[config.mk]
export PLATFORM = sky130hd
export DESIGN_NAME = dpp_fifo
export DESIGN_NICKNAME = d
export VERILOG_FILES = /design/src/hdl/dpp_pkg.sv /design/src/hdl/dpp_fifo.sv
export SDC_FILE = /design/constraint.sdc
export NUM_CORES = 1
export LEC_CHECK = 0
export ABC_AREA = 1
export BUFFER_PORTS_ARGS = -buffer_cell sky130_fd_sc_hd__buf_2
export CORE_ASPECT_RATIO = 1.2
export CORE_UTILIZATION = 31
export DETAILED_ROUTE_END_ITERATION = 8
export SYNTH_ARGS = -nofsm -noshare
export SYNTH_HDL_FRONTEND = slang
export SYNTH_SLANG_ARGS = --single-unit
[constraint.sdc]
create_clock -name i_clk -period 2.2 [get_ports i_clk]
set_input_delay 0.44 -clock i_clk [delete_from_list [all_inputs] [get_ports i_clk]]
set_output_delay 0.44 -clock i_clk [all_outputs]
set_load 0.02 [all_outputs]
[src/hdl/dpp_pkg.sv]
// Shared types, constants and helpers of the DHCP packet parser.
`default_nettype none
package dpp_pkg;

    localparam int MAX_PACKET_DEF = 2048;
    localparam int CFG_W          = 12;
    localparam int CFG_IDX_W      = 2;
    localparam int FIFO_DEPTH     = 4;
    localparam int FIFO_PTR_W     = 2;
    localparam int FIFO_CNT_W     = 3;

    localparam logic [CFG_IDX_W-1:0] CFG_MIN_LENGTH = 2'd0;
    localparam logic [CFG_IDX_W-1:0] CFG_MAX_LENGTH = 2'd1;
    localparam logic [CFG_W-1:0]     MIN_LEN_RST    = 12'd236;
    localparam logic [CFG_W-1:0]     MAX_LEN_RST    = 12'd1500;

    localparam int COOKIE_AT  = 236;
    localparam int OPTIONS_AT = 240;

    localparam logic [7:0] OPT_PAD       = 8'd0;
    localparam logic [7:0] OPT_END       = 8'd255;
    localparam logic [7:0] OPT_REQUESTED = 8'd50;
    localparam logic [7:0] OPT_SERVER_ID = 8'd54;
    localparam logic [7:0] OPT_ADDR_LEN  = 8'd4;

    typedef enum logic [1:0] {
        ST_OK     = 2'd0,
        ST_SHORT  = 2'd1,
        ST_LONG   = 2'd2,
        ST_COOKIE = 2'd3
    } t_status;

    typedef enum logic [1:0] {
        LEN_OK,
        LEN_SHORT,
        LEN_LONG,
        LEN_NO_OPTS
    } t_len_check;

    typedef enum logic [3:0] {
        FC_NONE,
        FC_OP,
        FC_HTYPE,
        FC_HLEN,
        FC_XID,
        FC_BCAST,
        FC_RELAY,
        FC_CHADDR,
        FC_COOKIE,
        FC_OPTION
    } t_field_class;

    typedef enum logic [1:0] {
        PH_CODE,
        PH_LEN,
        PH_VALUE,
        PH_DONE
    } t_opt_phase;

    typedef struct packed {
        logic [7:0] data_byte;
        logic       last;
    } t_in_item;

    typedef struct packed {
        logic [CFG_IDX_W-1:0] index;
        logic [CFG_W-1:0]     value;
    } t_cfg_item;

    typedef struct packed {
        t_status     status;
        logic [7:0]  op_code;
        logic [7:0]  hw_type;
        logic [7:0]  hw_len;
        logic [31:0] transaction_id;
        logic        broadcast;
        logic [31:0] relay_addr;
        logic [47:0] client_hw;
        logic [31:0] requested_ip;
        logic        requested_found;
        logic [31:0] server_id;
        logic        server_found;
    } t_res_item;

    typedef struct packed {
        logic [7:0]   data_byte;
        logic         last;
        t_field_class cls;
        logic [1:0]   cookie_idx;
        t_len_check   len_chk;
    } t_work_item;

    function automatic logic [7:0] cookie_byte(input logic [1:0] idx);
        logic [7:0] v;
        case (idx)
            2'd0:    v = 8'h63;
            2'd1:    v = 8'h82;
            2'd2:    v = 8'h53;
            default: v = 8'h63;
        endcase
        return v;
    endfunction

endpackage
`default_nettype wire

[src/hdl/dpp_fifo.sv]
// Short queue of classified bytes between front and back.
`default_nettype none
module dpp_fifo (
    input  wire logic                 i_clk,
    input  wire logic                 i_rst_n,
    input  wire logic                 i_wr_valid,
    input  wire dpp_pkg::t_work_item  i_wr_item,
    output      logic                 o_wr_ready,
    output      logic                 o_rd_valid,
    output      dpp_pkg::t_work_item  o_rd_item,
    input  wire logic                 i_rd_pop
);
    dpp_pkg::t_work_item r_mem [dpp_pkg::FIFO_DEPTH];
    logic [dpp_pkg::FIFO_PTR_W-1:0] r_wr_ptr;
    logic [dpp_pkg::FIFO_PTR_W-1:0] r_rd_ptr;
    logic [dpp_pkg::FIFO_CNT_W-1:0] r_cnt;
    logic push;
    logic pop;

    assign o_wr_ready = r_cnt != dpp_pkg::FIFO_CNT_W'(dpp_pkg::FIFO_DEPTH);
    assign o_rd_valid = r_cnt != '0;
    assign o_rd_item  = r_mem[r_rd_ptr];
    assign push       = i_wr_valid && o_wr_ready;
    assign pop        = i_rd_pop && o_rd_valid;

    always_ff @(posedge i_clk) begin
        if (push) begin
            r_mem[r_wr_ptr] <= i_wr_item;
        end
    end

    always_ff @(posedge i_clk) begin
        if (!i_rst_n) begin
            r_wr_ptr <= '0;
            r_rd_ptr <= '0;
            r_cnt    <= '0;
        end else begin
            if (push) begin
                r_wr_ptr <= r_wr_ptr + dpp_pkg::FIFO_PTR_W'(1);
            end
            if (pop) begin
                r_rd_ptr <= r_rd_ptr + dpp_pkg::FIFO_PTR_W'(1);
            end
            case ({push, pop})
                2'b10:   r_cnt <= r_cnt + dpp_pkg::FIFO_CNT_W'(1);
                2'b01:   r_cnt <= r_cnt - dpp_pkg::FIFO_CNT_W'(1);
                default: r_cnt <= r_cnt;
            endcase
        end
    end
endmodule
`default_nettype wire

======== After elaboration in Yosys (flattened, before gate mapping) ========
Memories as Yosys holds them, arrays and structs flattened. A register that Yosys moved wholly into a read port is not among the register bits.
Cells that the tools add are included.
storage, ports and cells
  output and inout port bits .............. 19
  word-level logic and storage cells ...... 20
  input bits .............................. 21
  bits in writable memories ............... 68
  memories kept ........................... 1
  register bits after elaboration ......... 7
operators by class
  add/sub/neg operators ................... 4
  reduce and logical (&&, ||, !) cells .... 4
  multiplexer cells ....................... 5
  eq/ne operators ......................... 3
memory list
  name   words  bits a word  rd ports  clocked after Yosys merged registers in  wr ports  RTL line        RTL
  r_mem  4      17           1         1                                        1         dpp_fifo.sv:13  dpp_pkg::t_work_item r_mem [dpp_pkg::FIFO_DEPTH];
operators with widths
  cell                                                                    number
  3-bit case mux with 2 select lines                                      1
  2-bit by 1-bit adder with 2-bit output (second input constant)          2
  2-bit two-way mux                                                       2
  3-bit by 1-bit adder with 3-bit output (second input constant)          1
  3-bit != test (second input constant)                                   1
  3-bit nonzero test                                                      1
  3-bit by 1-bit subtractor with 3-bit output (second input constant)     1
  2-bit by 1-bit equality test with 1-bit output (second input constant)  1
  2-bit equality test (second input constant)                             1
  1-bit logical AND                                                       2
  1-bit two-way mux                                                       2
  2-bit nonzero test                                                      1

======== Depth between registers and ports, before layout ========
  depth in word-level cells ............... 4
  mapped depth ............................ 13
  mapped depth without buffers ............ 13

======== Worst setup path after synthesis ========
OpenSTA, ideal clock, no wires.
  kind .................................... register -> register
  start ................................... register r_cnt[1] in the netlist's numbering
  end ..................................... memory r_mem[0][0] in the netlist's numbering, enable pin
  stages on the path, launching flop included .. 5
  buffers on the path ..................... 0
  path slack .............................. 451 ps
  library setup time ...................... 391 ps
  clock period less this slack ............ 1749 ps
  arrival ................................. 1358 ps
  required time ........................... 1809 ps
  cells stage by stage .................... dfxtp_1 > nor2_4 > nand2_4 > nand2_4 > nor2_1
on the way
  longest elaborated chain between the ends .. 4
RTL lines
  element                                  RTL line        RTL
  from (decl)                              dpp_fifo.sv:16  logic [dpp_pkg::FIFO_CNT_W-1:0] r_cnt;
  from (signal assigned)                   dpp_fifo.sv:45  2'b10: r_cnt <= r_cnt + dpp_pkg::FIFO_CNT_W'(1);
  from (signal assigned)                   dpp_fifo.sv:46  2'b01: r_cnt <= r_cnt - dpp_pkg::FIFO_CNT_W'(1);
  from (signal assigned)                   dpp_fifo.sv:47  default: r_cnt <= r_cnt;
  3-bit != test                            dpp_fifo.sv:20  assign o_wr_ready = r_cnt != dpp_pkg::FIFO_CNT_W'(dpp_pkg::FIFO_DEPTH);
  via o_wr_ready                           dpp_fifo.sv:8   output logic o_wr_ready,
  1-bit logical AND                        dpp_fifo.sv:23  assign push = i_wr_valid && o_wr_ready;
  1-bit two-way mux                        dpp_fifo.sv:27  if (push) begin
  1-bit two-way mux (implied by the code)  dpp_fifo.sv:28  r_mem[r_wr_ptr] <= i_wr_item;
  to (decl)                                dpp_fifo.sv:13
The timed path passes the listed nets, and every way through them passes these cells.

==> reports/metrics.yaml <==
fmax_mhz: 495
clkPwrFrac: 0.288
grt_busiest_layer: "met2"
switching_share: 0.323
ctsResizeCount: 0
crit_arrival_ns: 1.58
cts_hold_buf: 0
die_w_um: 94.0
most-common-layout-cells: "68 x edfxtp_1, 39 x buf_2, 38 x nor2_1"
grt_pass1_wl_um: 9190
fp.dieH_um: 112
design.die.area_um2: 10600
use_met2: 0.194
drt_iter0_drc: 65
cp-end-kind: "output pin"
cts_buffer_depth: 2
seq_area_frac_synth: 0.706
netlist_instances: 232
vias_per_cell: 4.51
cts-htree-levels: 3
grt_usage: 0.119
post_cts_buffers: 0
synth_top_area_frac: 0.648
syn_area_per_cell_um2: 13.6
globalRouteOverflowTotal: 0
coreArea_um2: 9710
fin_skew_ns: 0.00676
cp_max_fo: 12
post-dp-hpwl_um: 3800
synth_seq_cells: 77
irDropWorstVdd_v: 0.000614
startpoint_type: "flop"
ff2ff_path_depth: 12
rows: 39
leakage_nw: 1.37
setup_viol: 0
status: "completed"
yosys-top-cells-area: "edfxtp_1 65%, dfxtp_1 5.7%, nor2_1 5.0%, o22ai_2 4.0%, o21ai_2 2.8%"
cp_data_required_time_ns: 1.76
min_period_ns: 2.02
cts.sinks: 77
critPathKind: "reg2out"
grt_pass1_vias: 1883
sequentialPowerShare: 0.427
rr_startpoint: "r_cnt[1]$_SDFFE_PN0P_"
clk_pin_slew_worst_paths_ns: 0.05
whs_path_depth: 1
r2r_end: "r_cnt[2]$_SDFFE_PN0P_"
synth_fp_nets: 259
layout_commonest_cell: "edfxtp_1"
met3_usage: 0.0264
maxCapViolations: 0
period_share: 0.918
antenna_left: 0
hold_path.class: "in2reg"
instances_no_fill: 408
gp_congestion: 0.695
ys.warnings.count: 0
hp-start: "i_wr_item[11]"
cts_made_buffers: 9
power_switching_mw: 1.39
hold_path_end: "r_mem[2][11]$_DFFE_PP_"
netlist_area_um2: 3150
syn_to_final_growth_pct: 18.6
slew_headroom: 0.738
power.density_nw_per_um2: 1150
timing.final.hold_violations: 0
synth_top_area_cell: "edfxtp_1"
dp.cells: 393
grt_max_degree: 35
pwr-share-comb: 0.285
post_drt_wl_per_cell_um: 14.1
r2r_slack_ns: 0.44
firstDrtPassIters: 4
antenna_found_initial: 0
cts_tree: "yes"
use_met1: 0.145
drive_above_1_share: 0.319
rsz0062_at_grt: "no"
worst-slew-pin-transition_ns: 0.392
slew_violations: 0
setup_tns_ns: 0
drc_errors: 0
io_pins: 40
io_buffers: 39
clk_latency_ns: 0.32
nets: 308
vias: 1841
diodes: 0
drt_wl_total_um: 5760
power.internal_mw: 2.91
yosys.cell_types.count: 23
start_util: 0.324
clockRootBuffer: "clkbuf_16"
## Yosys cell counts, drive strengths merged
| master | instances |
|---|---|
| edfxtp | 68 |
| nor2 | 44 |
| o21ai | 36 |
| inv | 18 |
| o22ai | 17 |
| nand2 | 15 |
| buf | 9 |
| dfxtp | 9 |
| a21oi | 5 |
| ha | 5 |
| nand3 | 5 |
| fa | 1 |
## power groups by stage
stage          Sequential, mW  Combinational (mW)  Clock [mW]
2_1_floorplan            1.84               0.939           0
3_3_place_gp             1.86                1.24           0
3_5_place_dp             1.86                1.25           0
4_1_cts                  1.83                1.26        1.26
5_1_grt                  1.85                1.37        1.31
6_report                 1.83                1.22        1.24
## area by class of cell
| type | instances | area, µm² |
|---|---|---|
| inverter | 18 | 72.6 |
| multi-input combinational | 128 | 781 |
| clock buffer | 11 | 233 |
| fill | 937 | 5980 |
| timing repair buffer | 47 | 255 |
| tap | 123 | 154 |
| clock inverter | 4 | 16.3 |
| sequential | 77 | 2220 |
## worst max-delay path, stage by stage (launching register included)
cell and delay [ns]:
dfxtp_1 0.50, buf_4 0.25, o21ai_0 0.12, o22ai_1 0.20, buf_2 0.19
## stage by stage
stage               cell area (µm²)  power (mW)  hold slack, ns  utilization  setup WS [ns]
floorplan                      3150        2.78           0.462            -          0.451
global placement               3480        3.10           0.486        0.359          0.471
detailed placement             3480        3.12           0.498        0.359          0.430
CTS                            3730        4.35           0.322        0.384          0.150
global route                   3730        4.53           0.326        0.384         0.0725
finish                         3730        4.30           0.331        0.384          0.181
## sequential cells by signal, indices dropped and copies added (netlist names), named ones only
register,flops
r_cnt,3
r_mem,68
r_rd_ptr,2
r_wr_ptr,2
## kinds of logic (layout without fill, tap and decap cells)
kind of cell | Yosys count | count (layout) | synth area share
flops | 77 | 77 | 0.706
simple gates | 64 | 64 | 0.0878
compound gates | 58 | 58 | 0.131
buf+inv | 27 | 80 | 0.0497
fa+ha+maj | 6 | 6 | 0.0262
## metal layers
layer  vias up  part of all wire
met5         -                 0
met4         0             0.020
met3        10             0.050
met2        44              0.49
met1       858              0.44
li1        929                 -
## worst max path at each step
stage	cells after the start	end	from	slack [ns]
6_report	4	o_rd_item[0]	flop	0.18
3_3_place_gp	11	r_cnt[2]$_SDFFE_PN0P_	i_wr_valid	0.47
5_1_grt	4	o_rd_item[9]	flop	0.07
3_5_place_dp	11	r_cnt[2]$_SDFFE_PN0P_	i_wr_valid	0.43
2_1_floorplan	4	r_mem[0][0]$_DFFE_PP_	r_cnt[1]$_SDFFE_PN0P_	0.45
4_1_cts	4	o_rd_item[0]	flop	0.15
Note: power is estimated with default switching activity, not from simulation.
