--- src/hdl/dpp_pkg.sv ---
// Shared types, constants and helpers of the DHCP packet parser.
`default_nettype none
package dpp_pkg;

    localparam int MAX_PACKET_DEF = 2048;
    localparam int CFG_W          = 12;
    localparam int CFG_IDX_W      = 2;
    localparam int FIFO_DEPTH     = 4;
    localparam int FIFO_PTR_W     = 2;
    localparam int FIFO_CNT_W     = 3;

    localparam logic [CFG_IDX_W-1:0] CFG_MIN_LENGTH = 2'd0;
    localparam logic [CFG_IDX_W-1:0] CFG_MAX_LENGTH = 2'd1;
    localparam logic [CFG_W-1:0]     MIN_LEN_RST    = 12'd236;
    localparam logic [CFG_W-1:0]     MAX_LEN_RST    = 12'd1500;

    localparam int COOKIE_AT  = 236;
    localparam int OPTIONS_AT = 240;

    localparam logic [7:0] OPT_PAD       = 8'd0;
    localparam logic [7:0] OPT_END       = 8'd255;
    localparam logic [7:0] OPT_REQUESTED = 8'd50;
    localparam logic [7:0] OPT_SERVER_ID = 8'd54;
    localparam logic [7:0] OPT_ADDR_LEN  = 8'd4;

    typedef enum logic [1:0] {
        ST_OK     = 2'd0,
        ST_SHORT  = 2'd1,
        ST_LONG   = 2'd2,
        ST_COOKIE = 2'd3
    } t_status;

    typedef enum logic [1:0] {
        LEN_OK,
        LEN_SHORT,
        LEN_LONG,
        LEN_NO_OPTS
    } t_len_check;

    typedef enum logic [3:0] {
        FC_NONE,
        FC_OP,
        FC_HTYPE,
        FC_HLEN,
        FC_XID,
        FC_BCAST,
        FC_RELAY,
        FC_CHADDR,
        FC_COOKIE,
        FC_OPTION
    } t_field_class;

    typedef enum logic [1:0] {
        PH_CODE,
        PH_LEN,
        PH_VALUE,
        PH_DONE
    } t_opt_phase;

    typedef struct packed {
        logic [7:0] data_byte;
        logic       last;
    } t_in_item;

    typedef struct packed {
        logic [CFG_IDX_W-1:0] index;
        logic [CFG_W-1:0]     value;
    } t_cfg_item;

    typedef struct packed {
        t_status     status;
        logic [7:0]  op_code;
        logic [7:0]  hw_type;
        logic [7:0]  hw_len;
        logic [31:0] transaction_id;
        logic        broadcast;
        logic [31:0] relay_addr;
        logic [47:0] client_hw;
        logic [31:0] requested_ip;
        logic        requested_found;
        logic [31:0] server_id;
        logic        server_found;
    } t_res_item;

    typedef struct packed {
        logic [7:0]   data_byte;
        logic         last;
        t_field_class cls;
        logic [1:0]   cookie_idx;
        t_len_check   len_chk;
    } t_work_item;

    function automatic logic [7:0] cookie_byte(input logic [1:0] idx);
        logic [7:0] v;
        case (idx)
            2'd0:    v = 8'h63;
            2'd1:    v = 8'h82;
            2'd2:    v = 8'h53;
            default: v = 8'h63;
        endcase
        return v;
    endfunction

endpackage
`default_nettype wire

--- src/hdl/dpp_stream_if.sv ---
// Valid/ready channel interface carrying one payload of a chosen type.
`default_nettype none
interface dpp_stream_if #(
    parameter type T = logic
) ();
    logic valid;
    logic ready;
    T     payload;

    modport source (output valid, output payload, input ready);
    modport sink   (input valid, input payload, output ready);
endinterface
`default_nettype wire

--- src/hdl/dpp_back.sv ---
// Back end: header capture, cookie check, option walk and result register.
`default_nettype none
module dpp_back (
    input  wire logic                 i_clk,
    input  wire logic                 i_rst_n,
    input  wire logic                 i_rd_valid,
    input  wire dpp_pkg::t_work_item  i_rd_item,
    output      logic                 o_rd_pop,
    dpp_stream_if.source              o_res
);
    logic [7:0]  r_op,    n_op;
    logic [7:0]  r_htype, n_htype;
    logic [7:0]  r_hlen,  n_hlen;
    logic [31:0] r_xid,   n_xid;
    logic        r_bcast, n_bcast;
    logic [31:0] r_relay, n_relay;
    logic [47:0] r_chaddr, n_chaddr;
    logic        r_cookie_ok, n_cookie_ok;
    dpp_pkg::t_opt_phase r_phase, n_phase;
    logic [7:0]  r_code,  n_code;
    logic [7:0]  r_left,  n_left;
    logic [31:0] r_value, n_value;
    logic [31:0] r_req,   n_req;
    logic        r_req_seen, n_req_seen;
    logic [31:0] r_srv,   n_srv;
    logic        r_srv_seen, n_srv_seen;

    dpp_pkg::t_res_item r_res, n_res;
    logic               r_res_valid;

    logic       slot_free;
    logic       opt_byte;
    logic [7:0] b;
    logic [7:0] left_dec;
    logic       addr_opt;

    assign slot_free = !r_res_valid || o_res.ready;
    assign o_rd_pop  = i_rd_valid && (!i_rd_item.last || slot_free);
    assign opt_byte  = o_rd_pop && (i_rd_item.cls == dpp_pkg::FC_OPTION);
    assign b         = i_rd_item.data_byte;
    assign left_dec  = r_left - 8'd1;
    assign addr_opt  = (r_code == dpp_pkg::OPT_REQUESTED) || (r_code == dpp_pkg::OPT_SERVER_ID);

    assign o_res.valid   = r_res_valid;
    assign o_res.payload = r_res;

    // Option walk: next phase
    always_comb begin
        n_phase = r_phase;
        if (opt_byte) begin
            case (r_phase)
                dpp_pkg::PH_CODE: begin
                    if (b == dpp_pkg::OPT_END) begin
                        n_phase = dpp_pkg::PH_DONE;
                    end else if (b != dpp_pkg::OPT_PAD) begin
                        n_phase = dpp_pkg::PH_LEN;
                    end
                end
                dpp_pkg::PH_LEN: begin
                    n_phase = (b == 8'd0) ? dpp_pkg::PH_CODE : dpp_pkg::PH_VALUE;
                end
                dpp_pkg::PH_VALUE: begin
                    if (left_dec == 8'd0) begin
                        n_phase = dpp_pkg::PH_CODE;
                    end
                end
                default: n_phase = r_phase;
            endcase
        end
    end

    // Field capture and option datapath
    always_comb begin
        n_op        = r_op;
        n_htype     = r_htype;
        n_hlen      = r_hlen;
        n_xid       = r_xid;
        n_bcast     = r_bcast;
        n_relay     = r_relay;
        n_chaddr    = r_chaddr;
        n_cookie_ok = r_cookie_ok;
        n_code      = r_code;
        n_left      = r_left;
        n_value     = r_value;
        n_req       = r_req;
        n_req_seen  = r_req_seen;
        n_srv       = r_srv;
        n_srv_seen  = r_srv_seen;
        if (o_rd_pop) begin
            case (i_rd_item.cls)
                dpp_pkg::FC_OP:     n_op     = b;
                dpp_pkg::FC_HTYPE:  n_htype  = b;
                dpp_pkg::FC_HLEN:   n_hlen   = b;
                dpp_pkg::FC_XID:    n_xid    = {r_xid[23:0], b};
                dpp_pkg::FC_BCAST:  n_bcast  = b[7];
                dpp_pkg::FC_RELAY:  n_relay  = {r_relay[23:0], b};
                dpp_pkg::FC_CHADDR: n_chaddr = {r_chaddr[39:0], b};
                dpp_pkg::FC_COOKIE: begin
                    if (b != dpp_pkg::cookie_byte(i_rd_item.cookie_idx)) begin
                        n_cookie_ok = 1'b0;
                    end
                end
                dpp_pkg::FC_OPTION: begin
                    case (r_phase)
                        dpp_pkg::PH_CODE: begin
                            if (b != dpp_pkg::OPT_END && b != dpp_pkg::OPT_PAD) begin
                                n_code = b;
                            end
                        end
                        dpp_pkg::PH_LEN: begin
                            if (b != dpp_pkg::OPT_ADDR_LEN || !addr_opt) begin
                                n_code = 8'd0;
                            end
                            n_left  = b;
                            n_value = '0;
                        end
                        dpp_pkg::PH_VALUE: begin
                            n_value = {r_value[23:0], b};
                            n_left  = left_dec;
                            if (left_dec == 8'd0) begin
                                if (r_code == dpp_pkg::OPT_REQUESTED && !r_req_seen) begin
                                    n_req      = {r_value[23:0], b};
                                    n_req_seen = 1'b1;
                                end else if (r_code == dpp_pkg::OPT_SERVER_ID && !r_srv_seen) begin
                                    n_srv      = {r_value[23:0], b};
                                    n_srv_seen = 1'b1;
                                end
                            end
                        end
                        default: ;
                    endcase
                end
                default: ;
            endcase
        end
    end

    always_comb begin
        n_res = '0;
        case (i_rd_item.len_chk)
            dpp_pkg::LEN_SHORT:   n_res.status = dpp_pkg::ST_SHORT;
            dpp_pkg::LEN_LONG:    n_res.status = dpp_pkg::ST_LONG;
            dpp_pkg::LEN_NO_OPTS: n_res.status = dpp_pkg::ST_COOKIE;
            default:              n_res.status = n_cookie_ok ? dpp_pkg::ST_OK : dpp_pkg::ST_COOKIE;
        endcase
        if (n_res.status == dpp_pkg::ST_OK) begin
            n_res.op_code         = n_op;
            n_res.hw_type         = n_htype;
            n_res.hw_len          = n_hlen;
            n_res.transaction_id  = n_xid;
            n_res.broadcast       = n_bcast;
            n_res.relay_addr      = n_relay;
            n_res.client_hw       = n_chaddr;
            n_res.requested_ip    = n_req;
            n_res.requested_found = n_req_seen;
            n_res.server_id       = n_srv;
            n_res.server_found    = n_srv_seen;
        end
    end

    always_ff @(posedge i_clk) begin
        if (o_rd_pop && i_rd_item.last) begin
            r_res <= n_res;
        end
    end

    always_ff @(posedge i_clk) begin
        if (!i_rst_n) begin
            r_res_valid <= 1'b0;
        end else if (o_rd_pop && i_rd_item.last) begin
            r_res_valid <= 1'b1;
        end else if (o_res.ready) begin
            r_res_valid <= 1'b0;
        end
    end

    always_ff @(posedge i_clk) begin
        if (!i_rst_n || (o_rd_pop && i_rd_item.last)) begin
            r_op        <= '0;
            r_htype     <= '0;
            r_hlen      <= '0;
            r_xid       <= '0;
            r_bcast     <= 1'b0;
            r_relay     <= '0;
            r_chaddr    <= '0;
            r_cookie_ok <= 1'b1;
            r_phase     <= dpp_pkg::PH_CODE;
            r_code      <= '0;
            r_left      <= '0;
            r_value     <= '0;
            r_req       <= '0;
            r_req_seen  <= 1'b0;
            r_srv       <= '0;
            r_srv_seen  <= 1'b0;
        end else begin
            r_op        <= n_op;
            r_htype     <= n_htype;
            r_hlen      <= n_hlen;
            r_xid       <= n_xid;
            r_bcast     <= n_bcast;
            r_relay     <= n_relay;
            r_chaddr    <= n_chaddr;
            r_cookie_ok <= n_cookie_ok;
            r_phase     <= n_phase;
            r_code      <= n_code;
            r_left      <= n_left;
            r_value     <= n_value;
            r_req       <= n_req;
            r_req_seen  <= n_req_seen;
            r_srv       <= n_srv;
            r_srv_seen  <= n_srv_seen;
        end
    end
endmodule
`default_nettype wire

--- src/flat_wrapper.sv ---
// flat-port wrapper written by rule: the top's interface ports become plain ports
module dpp_back_flat 
  (i_clk, i_rst_n, i_rd_valid, i_rd_item, o_rd_pop, o_res_valid, o_res_payload, o_res_ready);
  dpp_stream_if o_res_i ();
  input  wire logic i_clk;
  input  wire logic i_rst_n;
  input  wire logic i_rd_valid;
  input  wire dpp_pkg::t_work_item i_rd_item;
  output      logic o_rd_pop;
  output wire logic [$bits(o_res_i.valid)-1:0] o_res_valid;
  output wire logic [$bits(o_res_i.payload)-1:0] o_res_payload;
  input wire logic [$bits(o_res_i.ready)-1:0] o_res_ready;
  assign o_res_valid = o_res_i.valid;
  assign o_res_payload = o_res_i.payload;
  assign o_res_i.ready = o_res_ready;
  dpp_back u_core (.i_clk(i_clk), .i_rst_n(i_rst_n), .i_rd_valid(i_rd_valid), .i_rd_item(i_rd_item), .o_rd_pop(o_rd_pop), .o_res(o_res_i));
endmodule
--- config.mk ---
export PLATFORM = sky130hd
export DESIGN_NAME = dpp_back_flat
export DESIGN_NICKNAME = d
export VERILOG_FILES = /design/src/hdl/dpp_pkg.sv /design/src/hdl/dpp_stream_if.sv /design/src/hdl/dpp_back.sv /design/src/flat_wrapper.sv
export SDC_FILE = /design/constraint.sdc
export NUM_CORES = 1
export LEC_CHECK = 0
export ABC_AREA = 1
export BUFFER_PORTS_ARGS = -buffer_cell sky130_fd_sc_hd__buf_2
export CAP_MARGIN = 40
export CORE_ASPECT_RATIO = 0.6
export CORE_MARGIN = 5
export CORE_UTILIZATION = 51
export DETAILED_ROUTE_END_ITERATION = 8
export MAX_ROUTING_LAYER = met4
export PLACE_DENSITY_LB_ADDON = 0.15
export SLEW_MARGIN = 20
export SYNTH_ARGS = -nofsm -noshare
export SYNTH_HDL_FRONTEND = slang
export SYNTH_SLANG_ARGS = --single-unit
--- constraint.sdc ---
create_clock -name i_clk -period 1.5 [get_ports i_clk]
set_input_delay 0.375 -clock i_clk [delete_from_list [all_inputs] [get_ports i_clk]]
set_output_delay 0.375 -clock i_clk [all_outputs]
set_load 0.005 [all_outputs]
== After elaboration in Yosys (flattened, before gate mapping) ==
Cells that the tools add are included.

* Word-level logic and storage cells: 83
* Memories: 0
* Bits in latches: 0
* RAM bits: 0
* Bits in registers: 23
* Memory bits (read-only): 0

* $lt $le $gt $ge: 0
* $mul: 0
* Equal/unequal tests: 19
* Reduce and logical (&&, ||, !) cells: 30
* Shifts and indexed selects: 0
* Divide/modulo/power cells: 0
* Bitwise logic cells: 0
* Add/sub/neg operators: 1
* Muxes and demuxes: 25

{| class="wikitable"
|+ Operator list
! cell !! count
|-
| $pmux 8 s2 || 3
|-
| $mux 8 || 4
|-
| $eq 8x6->1 const B || 2
|-
| $logic_not 8->1 || 2
|-
| $pmux 2 s3 || 2
|-
| $mux 1 || 11
|-
| $mux 2 || 5
|-
| $reduce_and 5->1 || 2
|-
| $eq 2x2->1 const B || 4
|-
| $eq 4x4->1 const B || 2
|-
| $eq 8x8->1 const B || 1
|-
| $ne 8x3->1 const B || 1
|-
| $ne 8x8->1 || 1
|-
| $ne 8x8->1 const B || 1
|-
| $reduce_bool 8->1 || 1
|-
| $sub 8x1->8 const B || 1
|-
| $eq 2x1->1 const B || 3
|-
| $logic_and 1x1->1 || 6
|-
| $logic_not 1->1 || 6
|-
| $ne 2x1->1 const B || 3
|-
| $reduce_bool 2->1 || 3
|-
| $logic_or 1x1->1 || 5
|-
| $logic_not 2->1 || 2
|-
| $reduce_and 4->1 || 1
|-
| 3 further kinds || 3
|}

== Logic depth before layout (Yosys ltp) ==
Gate-level depths: netlist of run 1.

* Word-level depth: 12
* Depth in mapped cells: 13
* Gate-level depth less buffers: 13

== Worst setup path after synthesis of run 1 ==
Ideal clock, no wire load.

* Path kind: reg-to-reg
* From: register u_core.r_left[0]
* To: register u_core.r_phase[1]
* Clock period less this slack: 1492 ps
* Arrival time: 1377 ps
* Stages on the path, launching flop included: 14
* Library setup time: 115 ps
* Path slack: 8 ps
* Path through: dfxtp_1 -> inv_2 -> ha_1 -> inv_1 -> nor2_1 -> nand3_1 -> nand2_1 -> nand2_1 -> nor2_1 -> nand3_1 -> nand2_1 -> nand3_1 -> nand2_1 -> nor2_1

* Longest elaborated chain between the ends: 4

{| class="wikitable"
|+ RTL lines
! item !! RTL line !! text
|-
| from (decl) || dpp_back.sv:21 || <nowiki>logic [7:0] r_left, n_left;</nowiki>
|-
| from (signal assigned) || dpp_back.sv:206 || <nowiki>r_left <= n_left;</nowiki>
|-
| $sub 8x1->8 || dpp_back.sv:41 || <nowiki>assign left_dec = r_left - 8'd1;</nowiki>
|-
| $logic_not 8->1 || dpp_back.sv:63 || <nowiki>if (left_dec == 8'd0) begin</nowiki>
|-
| $ne 2x1->1 (no line) || - ||
|-
| $reduce_and 4->1 (no line) || - ||
|-
| to (signal assigned) || dpp_back.sv:187 || <nowiki>r_phase <= dpp_pkg::PH_CODE;</nowiki>
|-
| to (signal assigned) || dpp_back.sv:204 || <nowiki>r_phase <= n_phase;</nowiki>
|-
| to (decl) || dpp_back.sv:19 || <nowiki>dpp_pkg::t_opt_phase r_phase, n_phase;</nowiki>
|}

No other way between the ends.
A chain may end at the register's enable or synchronous reset.

== Worst setup path after layout of run 1 ==
Ends and elaborated chain as after synthesis.

==> results.yml, run 1 <==
hold_path:
  hold_path_depth: 3
  hp-start: "i_rst_n"
  hold_path_class: "input port to register"
  hold_end: "u_core.o_res.valid"
detailed_routing:
  drc: 0
  detail_route.first_pass.iterations: 4
  routed_via_density: 5.112
  total_via_count_in_the_routed_design: 1825
  drt_antenna_net_count: 0
  drt_first_iter_violations: 115
  routed_wire_length_per_instance_um: 13.05
  drt-total-wl_um: 4660
synthesis:
  post_synth_mux_area_share: 0
  synth.ff_latch_count: 22
  syn-cell-area_mm2: 0.001551
  synth_compound_gate_area_share: 0.1274
  asyncSetResetFlopFracSynth: 0
  synth_sequential_area_ratio: 0.2903
  synthDominantCellAreaShare: 0.2710
  synth_top_family_by_area: "simple AND/OR/NAND/NOR gates"
  synth_top_cell_by_area: "sky130_fd_sc_hd__dfxtp_1"
  synthXorXnorAreaFrac: 0.005645
  ys.flop_type: "sky130_fd_sc_hd__dfxtp_1"
  post_synth_fa_ha_maj_area_fraction: 0.06452
  synth-warning-count: 0
  number_of_different_library_cells_in_the_post_synthesis_netlist: 31
  synth_edf_count: 1
  synthCells: 237
  synth-simple-area-share: 0.4153
  synth.net_count: 266
  syn-mean-instance-area_um2: 6.546
  synth.area.top_cells: "sky130_fd_sc_hd__dfxtp_1, sky130_fd_sc_hd__nand2_1, sky130_fd_sc_hd__nor2_1"
floorplanning:
  placeableCoreArea_mm2: 0.002890
  rows: 15
  io-pin-count: 24
  die_area_mm2: 0.004282
  effective_utilization_at_floorplan: 0.5368
  floorplan.die.width_um: 81.21
  chipHeight_um: 52.73
sta:
  max_slew_margin: 0.7979
  report.final.slew_viol_count: 0
  grt_setup_unrepaired: "yes"
  number_of_hold_violations_in_the_final_report: 0
  maxClockFrequency_mhz: 625.4
  final.setup.tns_ns: -0.1957
  fin_skew_ns: 0.001488
  finalSetupViolations: 4
  final.period_utilization: 1.066
  final.setup.worst_slack_ns: -0.09898
  worst_slew_pin_tran_ns: 0.3020
  timing.final.crit_period_ns: 1.599
  hold_ws_ns: 0.3241
run_status:
  outcome: "complete, but fails checks"
  failed_checks: "setup timing"
placed_design:
  place_inst: 339
  number_of_input_and_output_port_buffers_inserted: 23
  place_hpwl_um: 3298
  post_dp_cell_area_mm2: 0.002007
  gpl.final_weighted_congestion: 0.8472
  setup_slack_after_placement_ns: -0.1706
worst_setup_path:
  crit_path_cell_trace: "inv_2 -> ha_4 -> inv_2 -> nor2_4 -> nand3_2 -> nand2_2 -> nand2_2 -> nor2_2 -> nand3_2 -> nand2_2 -> nand3_2 -> nand2_2 -> nor2_1"
  worstReg2RegEnd: "u_core.r_phase[1]"
  critical_path_arrival_ns: 1.76
  path_class: "register to register"
  cpMaxStageDelayCell: "sky130_fd_sc_hd__dfxtp_2"
  r2r_start: "u_core.r_left[0]"
  worst-endpoint-required_ns: 1.66
  worst_path_largest_cell_delay_ns: 0.33
  critPathCaptureType: "register"
  rrSetupSlack_ns: -0.1
  r2r.worst_path.cells: 13
  startpoint_type: "register"
  critical_path_peak_fanout: 4
  crit_top_cell: "sky130_fd_sc_hd__nand2_2"
final_layout:
  drive_gt1_frac: 0.4730
  synthToLayoutAreaGrowth_pct: 50.16
  finalNetCount: 345
  final_area_mm2: 0.002330
  final_cells: 357
  fillers: 217
  num_antenna_cells: 0
  final_core_util: 0.8061
  multiInputGateArea_mm2: 0.001092
  regArea_um2: 455.4
cts:
  root_buffer: "sky130_fd_sc_hd__clkbuf_8"
  cts.sinks: 22
  clkLatencyLatePin_ns: 0.26
  cts_made_buffers: 3
  clk_path_buf_depth: 2
  clk_pin_slew_worst_setup_hold_paths_ns: 0.08
  cts.hold.buffers_added: 0
  cts_tree: "built"
  htree_levels: 1
global_routing:
  grt_pass1_vias: 1713
  grt_pass1_wl_um: 7438
  antenna_found_initial: 0
  grt_util_all_layers: 0.2372
  grt_start_max_net_pins: 13
  grt.overflow.total: 0
power_and_ir_drop:
  p_leak_nw: 1.123
  p_total_mw: 1.296
  worst_ir_drop_vdd_uv: 430.5
  pwr_dens_mw_per_mm2: 556.3
flow_run:
  cap_viol_max_count: 0
power by group:
group          switching (mW)  internal [mW]
combinational           0.128          0.125
clock                   0.208          0.234
sequential            0.00535          0.595
sequential cells by signal (all words and copies together), names as in the netlist:
signal	flops
u_core.o_res.payload	1
u_core.o_res.valid	1
u_core.r_code	8
u_core.r_cookie_ok	1
u_core.r_left	8
u_core.r_phase	2
u_core.r_srv_seen	1
critical path: cells and delay by family, from the launching register on:
family | cells | cell delay, ns
adders and majority gates | 1 | 0.16
buffers and inverters | 2 | 0.12
and+or+nand+nor | 10 | 0.88
DFF | 1 | 0.33
Yosys cell counts, types with 2 or more instances:
cell type / n
sky130_fd_sc_hd__inv_1: 21
sky130_fd_sc_hd__o21ai_0: 9
sky130_fd_sc_hd__inv_2: 8
sky130_fd_sc_hd__nand3_1: 13
sky130_fd_sc_hd__nor3_1: 4
sky130_fd_sc_hd__nor3b_1: 2
sky130_fd_sc_hd__ha_1: 8
sky130_fd_sc_hd__a21oi_1: 18
sky130_fd_sc_hd__o21ai_1: 2
sky130_fd_sc_hd__nand2_4: 2
sky130_fd_sc_hd__dfxtp_1: 21
sky130_fd_sc_hd__o22ai_1: 2
sky130_fd_sc_hd__nand2_2: 4
sky130_fd_sc_hd__nor2_2: 13
sky130_fd_sc_hd__nor2_4: 2
sky130_fd_sc_hd__nand4_1: 4
sky130_fd_sc_hd__nand2_1: 62
sky130_fd_sc_hd__nor2_1: 29
layout make-up:
type | count | area share
Multi-Input combinational cell | 182 | 0.4689
Timing Repair Buffer | 76 | 0.2368
Sequential cell | 22 | 0.1955
Inverter | 30 | 0.05048
Clock buffer | 4 | 0.02363
Tap cell | 42 | 0.02256
Timing Repair inverter | 1 | 0.002148
how the worst max path moves through the flow:
| stage | start | endpoint | cells past startpoint |
|---|---|---|---|
| after global placement | i_rd_item[14] | u_core.r_code[2] | 10 |
| after CTS | u_core.r_left[1] | u_core.o_res.payload | 12 |
| after floorplan | u_core.r_left[0] | u_core.r_phase[1] | 13 |
| after detailed placement | i_rd_item[14] | u_core.r_code[1] | 10 |
| final | u_core.r_left[0] | u_core.r_phase[1] | 13 |
| after global routing | u_core.r_left[3] | u_core.r_phase[1] | 9 |
per-layer routing:
layer | up-vias | track usage | routed length, µm
met5 | - | - | 0
met4 | 0 | 0.06180 | 40
met3 | 4 | 0.05498 | 393
met2 | 94 | 0.3937 | 2117
met1 | 811 | 0.2925 | 2109
li1 | 916 | - | -
cell usage in the layout (no fill, tap or decap), types with 3 or more instances in the layout:
master	Yosys	final
sky130_fd_sc_hd__nor2_2	13	15
sky130_fd_sc_hd__nor2_4	2	4
sky130_fd_sc_hd__nand3_2	0	5
sky130_fd_sc_hd__ha_1	8	6
sky130_fd_sc_hd__nor2_1	29	25
sky130_fd_sc_hd__inv_1	21	18
sky130_fd_sc_hd__a21oi_2	0	3
sky130_fd_sc_hd__nand2_4	2	5
sky130_fd_sc_hd__buf_6	0	3
sky130_fd_sc_hd__inv_2	8	10
sky130_fd_sc_hd__nand2_2	4	11
sky130_fd_sc_hd__nand4_1	4	4
sky130_fd_sc_hd__dfxtp_2	0	4
sky130_fd_sc_hd__buf_4	0	49
sky130_fd_sc_hd__clkbuf_8	1	4
sky130_fd_sc_hd__a21oi_1	18	15
sky130_fd_sc_hd__nand3_1	13	8
sky130_fd_sc_hd__dfxtp_1	21	17
sky130_fd_sc_hd__nand2_1	62	52
sky130_fd_sc_hd__o21ai_0	9	9
sky130_fd_sc_hd__nor3_1	4	3
sky130_fd_sc_hd__buf_2	0	22
logic make-up (layout without fill, tap and decap cells):
group	Yosys count	after routing
and+or+nand+nor	138	138
AOI/OAI and AO/OA	35	35
xor gates and xnor gates	1	1
adders and majority gates	8	8
buffers and inverters	33	111
DFF	22	22
repair_timing:
item,in CTS,in global routing
buffers inserted,10,4
endpoints found under the setup margin,13,23
gates cloned,0,1
resized for setup,17,30
pin swaps,8,13
Note: power is estimated with default switching activity, not from simulation.
==> run 2, diff against run 1 <==
--- a/config.mk
+++ b/config.mk
@@ -12,6 +12,7 @@
 export CORE_MARGIN = 5
 export CORE_UTILIZATION = 51
 export DETAILED_ROUTE_END_ITERATION = 8
+export GPL_TIMING_DRIVEN = 0
 export MAX_ROUTING_LAYER = met4
 export PLACE_DENSITY_LB_ADDON = 0.15
 export SLEW_MARGIN = 20
==> run 2 against run 1 <==
  * The flow still finishes with violations (setup timing)
  * Via count down 11%
  * Sequential power about the same
  * Highest routed layer unchanged
  * Sequential share of layout area up 2.4 points
  * Non-clock buffer count down 33
  * Critical path depth down 4
==> results.yml, run 2 (synthesis results as in run 1) <==
final_layout:
  synthToLayoutAreaGrowth_pct: 34.60
  layout_common_cells: "sky130_fd_sc_hd__nand2_1, sky130_fd_sc_hd__nor2_1, sky130_fd_sc_hd__buf_2"
  largest_registers: "u_core.r_code x8, u_core.r_left x8, u_core.r_phase x2"
  layout.cells.most_common: "sky130_fd_sc_hd__nand2_1"
  num_antenna_cells: 0
  finalNetCount: 311
  final_core_util: 0.7225
  drive_gt1_frac: 0.3879
  final_cells: 323
worst_setup_path:
  worst_path_largest_cell_delay_ns: 0.37
  startpoint_type: "register"
  cpMaxStageDelayCell: "sky130_fd_sc_hd__dfxtp_2"
  crit_path_cell_trace: "inv_4 -> ha_4 -> xnor2_1 -> nand3_1 -> nor2_2 -> nand3_2 -> inv_2 -> nand3_2 -> a21oi_2"
  critPathCaptureType: "register"
  critical_path_peak_fanout: 3
  path_class: "register to register"
  crit_top_cell: "sky130_fd_sc_hd__nand3_2"
  critical_path_arrival_ns: 1.69
  worst-endpoint-required_ns: 1.63
floorplanning:
  placeableCoreArea_mm2: 0.002890
  floorplan.die.width_um: 81.21
  io-pin-count: 24
  die_area_mm2: 0.004282
  effective_utilization_at_floorplan: 0.5368
  chipHeight_um: 52.73
  rows: 15
flow_run:
  cap_viol_max_count: 0
placed_design:
  place_hpwl_um: 2765
  number_of_input_and_output_port_buffers_inserted: 23
  place_inst: 302
  gpl.final_weighted_congestion: 0.8960
sta:
  grt_setup_unrepaired: "yes"
  final.setup.worst_slack_ns: -0.05511
  maxClockFrequency_mhz: 643.0
  report.final.slew_viol_count: 0
  fin_skew_ns: 0.001917
  timing.final.crit_period_ns: 1.555
  final.period_utilization: 1.037
  max_slew_margin: 0.7976
  number_of_hold_violations_in_the_final_report: 0
  worst_slew_pin_tran_ns: 0.3032
  finalSetupViolations: 11
power_and_ir_drop:
  worst_ir_drop_vdd_uv: 374.0
  p_leak_nw: 0.9485
  p_total_mw: 1.178
  pwr_dens_mw_per_mm2: 564.3
global_routing:
  grt_util_all_layers: 0.2153
  antenna_found_initial: 0
  grt.overflow.total: 0
  grt_start_max_net_pins: 13
  grt_pass1_vias: 1420
  grt_pass1_wl_um: 6762
cts:
  htree_levels: 1
  clk_pin_slew_worst_setup_hold_paths_ns: 0.08
  cts.hold.buffers_added: 0
  cts_made_buffers: 3
  root_buffer: "sky130_fd_sc_hd__clkbuf_8"
  cts.sinks: 22
  cts_tree: "built"
  clkLatencyLatePin_ns: 0.26
  clk_path_buf_depth: 2
run_status:
  failed_checks: "setup timing"
  outcome: "complete, but fails checks"
detailed_routing:
  total_via_count_in_the_routed_design: 1622
  drt_antenna_net_count: 0
  drc: 0
  detail_route.first_pass.iterations: 4
  drt_first_iter_violations: 179
  drt-total-wl_um: 4026
  routed_wire_length_per_instance_um: 12.46
  routed_via_density: 5.022
hold_path:
  hold_path_class: "input port to register"
## run 2: what timing repair did
action | 4_1_cts | 5_1_grt
cloned | 1 | 0
setup buffers | 14 | 3
pin swaps | 8 | 8
setup endpoints to repair | 20 | 22
resized for setup | 25 | 21
## run 2: where the power goes
part | internal, mW | switching (mW)
sequential | 0.593 | 0.00474
combinational | 0.0787 | 0.109
clock | 0.190 | 0.203
total | 0.861 | 0.317
## run 2: path summary, 6_finish.rpt
path / start / endpoint / slack [ns] / cells after the start
setup / recovery: u_core.r_left[0] / u_core.o_res.payload / -0.06 / 9
hold / removal: i_rst_n / u_core.o_res.valid / 0.30 / 3
setup reg to reg: u_core.r_left[0] / u_core.o_res.payload / -0.06 / 9
hold reg to reg: u_core.r_cookie_ok / u_core.r_cookie_ok / 0.46 / 2
## run 2: worst max-delay path, delay by kind of cell, from the launching register on
family	cells	cell delay (ns)
AOI/OAI and AO/OA	1	0.12
DFF	1	0.37
xor gates and xnor gates	1	0.18
buffers and inverters	2	0.12
adders and majority gates	1	0.17
and+or+nand+nor	4	0.46
## run 2: through the flow
step | hold slack [ns] | instance area [µm²] | TNS [ns] | setup slack (ns)
6_report | 0.3046 | 2088 | -0.3007 | -0.05511
5_1_grt | 0.3199 | 2088 | -1.700 | -0.1613
4_1_cts | 0.3029 | 1994 | -0.5006 | -0.07878
3_5_place_dp | 0.4383 | 1719 | -3.930 | -0.2826
3_3_place_gp | 0.4428 | 1719 | -3.763 | -0.2592
2_1_floorplan | 0.4196 | 1551 | 0 | 0.008499
## run 2: per-layer routing
| layer | routed length, µm | vias up | global-route usage |
|---|---|---|---|
| met5 | 0 | - | - |
| met4 | 25 | 0 | 0.04213 |
| met3 | 375 | 6 | 0.04296 |
| met2 | 1578 | 73 | 0.3188 |
| met1 | 2048 | 699 | 0.3036 |
| li1 | - | 844 | - |
## run 2: cell type report
| cell class | count | area, µm² |
|---|---|---|
| buffer | 2 | 33.78 |
| clock buffer | 4 | 45.04 |
| fill | 237 | 802.0 |
| inverter | 30 | 123.9 |
| multi-input combinational | 182 | 1087 |
| sequential | 22 | 457.9 |
| tap | 42 | 52.55 |
| timing repair buffer | 41 | 287.8 |
